## config.mk

```make
export PLATFORM = sky130hd
export DESIGN_NAME = sorted_multiset_list_flat
export DESIGN_NICKNAME = d
export VERILOG_FILES = /design/src/design/sml_pkg.sv /design/src/design/sml_req_if.sv /design/src/design/sml_rsp_if.sv /design/src/design/sml_cell.sv /design/src/design/sorted_multiset_list.sv /design/src/flat_wrapper.sv
export SDC_FILE = /design/constraint.sdc
export NUM_CORES = 2
export LEC_CHECK = 0
export BUFFER_PORTS_ARGS = -buffer_cell sky130_fd_sc_hd__buf_2
export CORE_ASPECT_RATIO = 1.5
export CORE_UTILIZATION = 50
export DETAILED_ROUTE_END_ITERATION = 6
export GPL_TIMING_DRIVEN = 1
export PLACE_DENSITY = 0.7
export SYNTH_ARGS = -nofsm -noshare
export SYNTH_HDL_FRONTEND = slang
export SYNTH_SLANG_ARGS = --single-unit
```

## constraint.sdc

```tcl
create_clock -name clk -period 5.2 [get_ports clk]
set_input_delay 0.26 -clock clk [delete_from_list [all_inputs] [get_ports clk]]
set_output_delay 0.26 -clock clk [all_outputs]
set_load 0.02 [all_outputs]
```

## src/design/sml_pkg.sv

```systemverilog
// ----------------------------------------------------------------------------
// sml_pkg
// Shared constants, codes and types for the sorted multiset list.
// ----------------------------------------------------------------------------
package sml_pkg;

	localparam int CAPACITY = 32;
	localparam int CNT_W    = $clog2(CAPACITY + 1);
	localparam int VAL_W    = 32;
	localparam int IDX_W    = 5;
	localparam int TYPE_W   = 2;
	localparam int STAT_W   = 2;
	localparam int COUNT_W  = 6;

	// request codes
	localparam logic [TYPE_W-1:0] REQ_INSERT = 2'd0;
	localparam logic [TYPE_W-1:0] REQ_REMOVE = 2'd1;
	localparam logic [TYPE_W-1:0] REQ_READ   = 2'd2;

	// status codes
	localparam logic [STAT_W-1:0] ST_OK        = 2'd0;
	localparam logic [STAT_W-1:0] ST_FULL      = 2'd1;
	localparam logic [STAT_W-1:0] ST_NOT_FOUND = 2'd2;
	localparam logic [STAT_W-1:0] ST_BAD_INDEX = 2'd3;

	// broadcast to every cell
	typedef struct packed {
		logic                     insert;  // insert taken, store not full
		logic                     remove;  // remove taken, value present
		logic signed [VAL_W-1:0]  value;
	} cell_ctl_t;

	// per-cell flags seen by the neighbours and the top level
	typedef struct packed {
		logic ins_mark;  // empty, or holds a value above the request value
		logic rm_mark;   // occupied and holds a value at or above it
		logic hit;       // occupied and equal
	} cell_flags_t;

endpackage

```

## src/design/sml_req_if.sv

```systemverilog
// ----------------------------------------------------------------------------
// sml_req_if
// Request channel: valid/ready handshake with request type, value and index.
// ----------------------------------------------------------------------------
interface sml_req_if;
	logic               valid;
	logic               ready;
	logic [1:0]         req_type;
	logic signed [31:0] value;
	logic [4:0]         index;

	modport source (output valid, req_type, value, index, input ready);
	modport sink (input valid, req_type, value, index, output ready);
endinterface

```

## src/design/sml_rsp_if.sv

```systemverilog
// ----------------------------------------------------------------------------
// sml_rsp_if
// Result channel: valid/ready handshake with status, read value and count.
// ----------------------------------------------------------------------------
interface sml_rsp_if;
	logic               valid;
	logic               ready;
	logic [1:0]         status;
	logic signed [31:0] read_value;
	logic [5:0]         entry_count;

	modport source (output valid, status, read_value, entry_count, input ready);
	modport sink (input valid, status, read_value, entry_count, output ready);
endinterface

```

## src/design/sml_cell.sv

```systemverilog
// ----------------------------------------------------------------------------
// sml_cell
// One slot of the sorted row: holds an entry, compares it with the request
// value and shifts right on insert or left on remove.
// ----------------------------------------------------------------------------
module sml_cell (
	input  logic                        clk,
	input  sml_pkg::cell_ctl_t          ctl,
	input  logic                        occupied,
	input  logic signed [31:0]          left_entry,
	input  logic                        left_ins_mark,
	input  logic signed [31:0]          right_entry,
	output logic signed [31:0]          entry,
	output sml_pkg::cell_flags_t        flags
);
	import sml_pkg::*;

	logic signed [VAL_W-1:0] entry_q;

	assign entry          = entry_q;
	assign flags.ins_mark = !occupied || (entry_q > ctl.value);
	assign flags.rm_mark  = occupied && (entry_q >= ctl.value);
	assign flags.hit      = occupied && (entry_q == ctl.value);

	// payload only, no reset
	always_ff @(posedge clk) begin
		if (ctl.insert && flags.ins_mark) begin
			entry_q <= left_ins_mark ? left_entry : ctl.value;
		end else if (ctl.remove && flags.rm_mark) begin
			entry_q <= right_entry;
		end
	end

endmodule

```

## src/design/sorted_multiset_list.sv

```systemverilog
// ----------------------------------------------------------------------------
// sorted_multiset_list
// Bounded ascending multiset of signed 32-bit values kept in a row of cells.
// ----------------------------------------------------------------------------
//
//  channel | dir | fields                               | handshake
//  --------+-----+--------------------------------------+-------------
//  req     | in  | req_type, value, index               | valid/ready
//  rsp     | out | status, read_value, entry_count      | valid/ready
//
//  Every cell compares against the request value at once and shifts at the
//  accepting edge; the result lands in the output register at that same
//  edge. Sustained rate is one item per cycle while rsp.ready stays high,
//  set by the single output register.
//  req.ready drops only while a result sits in the output register and
//  rsp.ready is low.
//  arst_n clears the fill count and output valid; entries need no reset since
//  only slots below the fill count are ever read.
//
module sorted_multiset_list (
	input  logic     clk,
	input  logic     arst_n,
	sml_req_if.sink  req,
	sml_rsp_if.source rsp
);
	import sml_pkg::*;

	logic [CNT_W-1:0]        fill_q;
	logic                    out_valid_q;
	logic [STAT_W-1:0]       status_q;
	logic signed [VAL_W-1:0] read_value_q;

	logic signed [VAL_W-1:0] entries   [CAPACITY];
	cell_flags_t             flags     [CAPACITY];
	logic [CAPACITY-1:0]     hit_vec;

	cell_ctl_t               ctl;
	logic                    accept;
	logic                    full;
	logic                    found;
	logic                    idx_ok;
	logic [STAT_W-1:0]       status_d;
	logic signed [VAL_W-1:0] read_value_d;
	logic [CNT_W-1:0]        fill_d;

	assign req.ready = !out_valid_q || rsp.ready;
	assign accept    = req.valid && req.ready;
	assign full      = (fill_q >= CNT_W'(CAPACITY));
	assign found     = |hit_vec;
	assign idx_ok    = (CNT_W'(req.index) < fill_q) && (32'(req.index) < 32'(CAPACITY));

	assign ctl.value  = req.value;
	assign ctl.insert = accept && (req.req_type == REQ_INSERT) && !full;
	assign ctl.remove = accept && (req.req_type == REQ_REMOVE) && found;

	// the row: insert shifts right from the first mark, remove shifts left
	for (genvar i = 0; i < CAPACITY; i++) begin : g_cell
		logic signed [VAL_W-1:0] left_e;
		logic signed [VAL_W-1:0] right_e;
		logic                    left_m;

		if (i == 0) begin : g_first
			assign left_e = '0;
			assign left_m = 1'b0;
		end else begin : g_mid
			assign left_e = entries[i-1];
			assign left_m = flags[i-1].ins_mark;
		end

		if (i == CAPACITY - 1) begin : g_last
			assign right_e = entries[i];
		end else begin : g_inner
			assign right_e = entries[i+1];
		end

		sml_cell u_cell (
			.clk          (clk),
			.ctl          (ctl),
			.occupied     (CNT_W'(i) < fill_q),
			.left_entry   (left_e),
			.left_ins_mark(left_m),
			.right_entry  (right_e),
			.entry        (entries[i]),
			.flags        (flags[i])
		);

		assign hit_vec[i] = flags[i].hit;
	end

	// result and next fill
	always_comb begin
		status_d     = ST_OK;
		read_value_d = '0;
		fill_d       = fill_q;
		unique case (req.req_type)
			REQ_INSERT: begin
				if (full) begin
					status_d = ST_FULL;
				end else begin
					fill_d = fill_q + CNT_W'(1);
				end
			end
			REQ_REMOVE: begin
				if (found) begin
					fill_d = fill_q - CNT_W'(1);
				end else begin
					status_d = ST_NOT_FOUND;
				end
			end
			REQ_READ: begin
				if (idx_ok) begin
					read_value_d = entries[req.index];
				end else begin
					status_d = ST_BAD_INDEX;
				end
			end
			default: begin
			end
		endcase
	end

	always_ff @(posedge clk or negedge arst_n) begin
		if (!arst_n) begin
			fill_q      <= '0;
			out_valid_q <= 1'b0;
		end else begin
			if (accept) begin
				fill_q <= fill_d;
			end
			if (accept) begin
				out_valid_q <= 1'b1;
			end else if (rsp.ready) begin
				out_valid_q <= 1'b0;
			end
		end
	end

	always_ff @(posedge clk) begin
		if (accept) begin
			status_q     <= status_d;
			read_value_q <= read_value_d;
		end
	end

	assign rsp.valid       = out_valid_q;
	assign rsp.status      = status_q;
	assign rsp.read_value  = read_value_q;
	assign rsp.entry_count = COUNT_W'(fill_q);

	// checks
	a_fill_bound: assert property (@(posedge clk) disable iff (!arst_n)
		fill_q <= CNT_W'(CAPACITY))
		else $error("fill count above capacity");

	a_full_drop: assert property (@(posedge clk) disable iff (!arst_n)
		accept && (req.req_type == REQ_INSERT) && full
		|=> (status_q == ST_FULL) && $stable(fill_q))
		else $error("insert into full store not dropped");

	a_miss_keeps: assert property (@(posedge clk) disable iff (!arst_n)
		accept && (req.req_type == REQ_REMOVE) && !found
		|=> (status_q == ST_NOT_FOUND) && $stable(fill_q))
		else $error("remove of absent value changed the store");

	a_bad_read: assert property (@(posedge clk) disable iff (!arst_n)
		accept && (req.req_type == REQ_READ) && !idx_ok
		|=> (status_q == ST_BAD_INDEX) && (read_value_q == '0))
		else $error("out of range read not flagged");

	a_insert_grows: assert property (@(posedge clk) disable iff (!arst_n)
		ctl.insert |=> (fill_q == $past(fill_q) + CNT_W'(1)))
		else $error("insert did not grow fill count");

endmodule

```

## src/flat_wrapper.sv

```systemverilog
// flat-port wrapper written by rule: the top's interface ports become plain ports
module sorted_multiset_list_flat import sml_pkg::*;
  (clk, arst_n, req_valid, req_req_type, req_value, req_index, req_ready, rsp_valid, rsp_status, rsp_read_value, rsp_entry_count, rsp_ready);
  sml_req_if req_i ();
  sml_rsp_if rsp_i ();
  input  logic clk;
  input  logic arst_n;
  input wire logic [$bits(req_i.valid)-1:0] req_valid;
  input wire logic [$bits(req_i.req_type)-1:0] req_req_type;
  input wire logic [$bits(req_i.value)-1:0] req_value;
  input wire logic [$bits(req_i.index)-1:0] req_index;
  output wire logic [$bits(req_i.ready)-1:0] req_ready;
  output wire logic [$bits(rsp_i.valid)-1:0] rsp_valid;
  output wire logic [$bits(rsp_i.status)-1:0] rsp_status;
  output wire logic [$bits(rsp_i.read_value)-1:0] rsp_read_value;
  output wire logic [$bits(rsp_i.entry_count)-1:0] rsp_entry_count;
  input wire logic [$bits(rsp_i.ready)-1:0] rsp_ready;
  assign req_i.valid = req_valid;
  assign req_i.req_type = req_req_type;
  assign req_i.value = req_value;
  assign req_i.index = req_index;
  assign req_ready = req_i.ready;
  assign rsp_valid = rsp_i.valid;
  assign rsp_status = rsp_i.status;
  assign rsp_read_value = rsp_i.read_value;
  assign rsp_entry_count = rsp_i.entry_count;
  assign rsp_i.ready = rsp_ready;
  sorted_multiset_list u_core (.clk(clk), .arst_n(arst_n), .req(req_i), .rsp(rsp_i));
endmodule
```

==> qor.txt <==
TritonCTS clock tree -> yes
HPWL after detailed placement -> 241,000 um
VDD IR-drop max -> 0.331 mV
total grt overflow -> 0
f_max -> 205 MHz
ANT nets after route -> 0
initial core utilization -> 50.3%
Worst-Skew Late Latency -> 810 ps
vias in the first global route -> 70,500
largest net degree at the start of global routing -> 68
largest area contributor in the netlist -> edfxtp_1
run status -> finished with violations
first-pass GRT wire length -> 457,000 um
critical path launch point type -> flop
Synth top area share -> 37.3%
Async SR Flop Fraction -> 0.657%
violated checks -> DRC, capacitance limit, slew limit
Core Footprint -> 169,000 um^2
Die H -> 507 um
Vias -> 71,144
Final period util -> 94.0%
Port Buffer Count -> 84
FF/Latch Area -> 31,900 um^2
Final setup violation count -> 0
GRT Overall Usage -> 35.9%
Net Count, Synth -> 9,237
peak fanout along the critical path -> 34
Avg Inst Size Synth -> 10.4 um^2
row count -> 185
post-cts gate resize count -> 0
Cell Chain, Critical Path -> ha_1 > a21oi_1 > o21ai_0 > a221oi_1 > buf_4 > o31ai_1 > a41oi_1 > a21oi_4 > buf_4 > a21oi_1
Reg2Reg Depth -> 10
Final nets -> 9,324
buffer levels on the longest clock path -> 3
fill cell instance count of the final layout -> 14,388
layout cells sized above 1 -> 14.8%
WL per Instance -> 29.6 um
CP endpoint kind -> flop
Worst path depth -> 10
GP Congestion -> 1.03
top cells by count, synth -> a21oi_1, edfxtp_1, ha_1, nor2_1, mux2i_1
unrepaired setup endpoints after global routing -> false
CP required -> 5740 ps
max-slew violation count -> 1
setup TNS -> 0 ps
DR iter-0 viols -> 7,689
cell with the most instances after synthesis -> a21oi_1
critical path type -> reg -> reg
delay-heaviest family, CP -> compound AO/OA/AOI/OAI gates
full die area -> 172,000 um^2
Worst Hold Path Cells -> 3
overall power -> 23.4 mW
PwrDens -> 248 nW/um^2
H-tree levels -> 3
TritonCTS Buffers -> 113
Cells after Synth -> 8,163
number of synthesis warnings -> 0
Yosys cell types -> 102
Post-Layout Inst Area -> 94,200 um^2
FF+latch count, synth -> 1,065
Placement Cell Area -> 90,500 um^2
WP buf/inv -> 2
Cell Area, Synth -> 85,100 um^2
fin crit period -> 4890 ps
Synth-to-Final Area Change -> 10.7%
IO Pins -> 85
clk root buf -> clkbuf_16
Worst Max-Slew Pin Slew -> 1480 ps
Clock transition at path regs -> 60 ps
final hold viol count -> 0
area of the multi-input gates -> 50,800 um^2
register area share after synthesis -> 37.5%
Pre-Repair DR Iteration Count -> 7
Die X -> 339 um
EDFF count, synth -> 1,058
path type of the worst min-delay path -> in -> reg
slowest CP cell -> o21ai_0
initial antenna violation count -> 12
Total Wirelength -> 313,000 um
Synth area leaders -> edfxtp_1, ha_1, mux4_2
post-route clock skew -> 31.9 ps
crit path DAT -> 5420 ps
crit-path max cell delay -> 1120 ps
vias per cell -> 6.72
P_leak -> 37.7 nW
Main synth FF type -> edfxtp_1
max-cap viol count -> 2
Slew headroom -> -0.0454%
Residual DRC -> 5
clock sink count -> 1,065
==> placed cells by master, fill, tap and decap left out, types with 24 or more instances in the layout <==
master,count
nand2b_1,26
nor3_1,42
clkbuf_1,25
a21o_1,148
buf_12,91
nor4_1,53
o211ai_1,42
mux2_4,28
mux2i_1,620
ha_1,1031
clkbuf_16,117
buf_4,301
nor2_1,1012
buf_2,80
nand4_1,228
nor2b_1,51
edfxtp_1,1058
a21oi_1,1348
mux2_1,29
a31oi_1,55
inv_1,93
mux4_2,320
clkinv_1,57
mux2_2,133
o21ai_0,341
nand3_1,94
nand2_1,495
a211oi_1,24
==> metal layers <==
layer / vias to the layer above / part of all wire [%] / GRT usage (%)
li1: 31528 / - / -
met1: 34695 / 33 / 38.4
met2: 3723 / 49 / 61.3
met3: 1188 / 7.6 / 6.34
met4: 10 / 10 / 30.9
met5: - / 0.023 / 0
==> what timing repair did <==
item,in CTS,in global routing
setup endpoints to repair,0,0
buffers inserted,0,0
hold endpoints to repair,12,0
hold buffers,6,0
==> flip-flops by register name, summed over array words and instances, names as in the netlist <==
signal                      flops
u_core.rsp.status               2
u_core.rsp.valid                1
u_core.rsp.read_value          32
u_core.rsp.entry_count          6
u_core.g_cell.u_cell.entry   1024
==> report_power, final <==
group          leakage [nW]  total [mW]  switching [mW]  internal, mW
Sequential             9.68        9.90           0.231          9.67
Clock                  1.77        8.42            3.75          4.67
Combinational          26.2        5.06            3.13          1.93
Total                  37.7        23.4            7.11          16.3
==> per-stage QoR <==
stage | worst slack [ps] | std cells | utilization (%) | hold WS, ps
4_1_cts | 790 | 10583 | 55.7 | 43.8
6_report | 314 | 10590 | 55.7 | 98.3
5_1_grt | 221 | 10586 | 55.7 | 73.4
3_5_place_dp | 143 | 10373 | 53.5 | 160
2_1_floorplan | -111 | 8163 | - | -35.6
3_3_place_gp | 179 | 10373 | 53.5 | 159
==> logic make-up (layout without fill, tap and decap cells) <==
kind of cell / count (synthesis) / count (layout) / share of synthesized area [%]
compound gates: 2171 / 2171 / 14.4
simple gates: 2130 / 2130 / 11.2
mux: 1130 / 1130 / 18.4
flops: 1065 / 1065 / 37.5
fa+ha+maj: 1031 / 1031 / 15.2
buf+inv: 636 / 812 / 3.23
other cells: 0 / 7 / 0
==> final timing paths <==
path	start	end	slack, ps
min in group asynchronous	arst_n	u_core.rsp.valid	630
setup reg to reg	u_core.g_cell[6].u_cell.entry[9]	u_core.g_cell[6].u_cell.entry[9]	310
hold reg to reg	u_core.g_cell[31].u_cell.entry[17]	u_core.g_cell[30].u_cell.entry[17]	620
setup / recovery	u_core.g_cell[6].u_cell.entry[9]	u_core.g_cell[6].u_cell.entry[9]	310
max in group asynchronous	arst_n	u_core.rsp.entry_count[4]	3660
hold / removal	req_req_type[1]	u_core.rsp.status[0]	100
==> worst register-to-register path, stage by stage (launching register included) <==
cell and delay, ps:
edfxtp_1 480, ha_1 340, a21oi_1 60, o21ai_0 1120
a221oi_1 490, buf_4 260, o31ai_1 220, a41oi_1 260
a21oi_4 790, buf_4 470, a21oi_1 140
==> layout make-up <==
cell class / count / share of cell area, %
well taps: 2244 / 2.98
clock inverters: 62 / 0.628
flip-flops and latches: 1065 / 33.9
diodes: 7 / 0.0186
repair buffers: 480 / 4.85
multi-input cells: 6462 / 53.9
clock buffers: 142 / 3.21
inverters: 128 / 0.511
(Power assumes the default switching activity.)
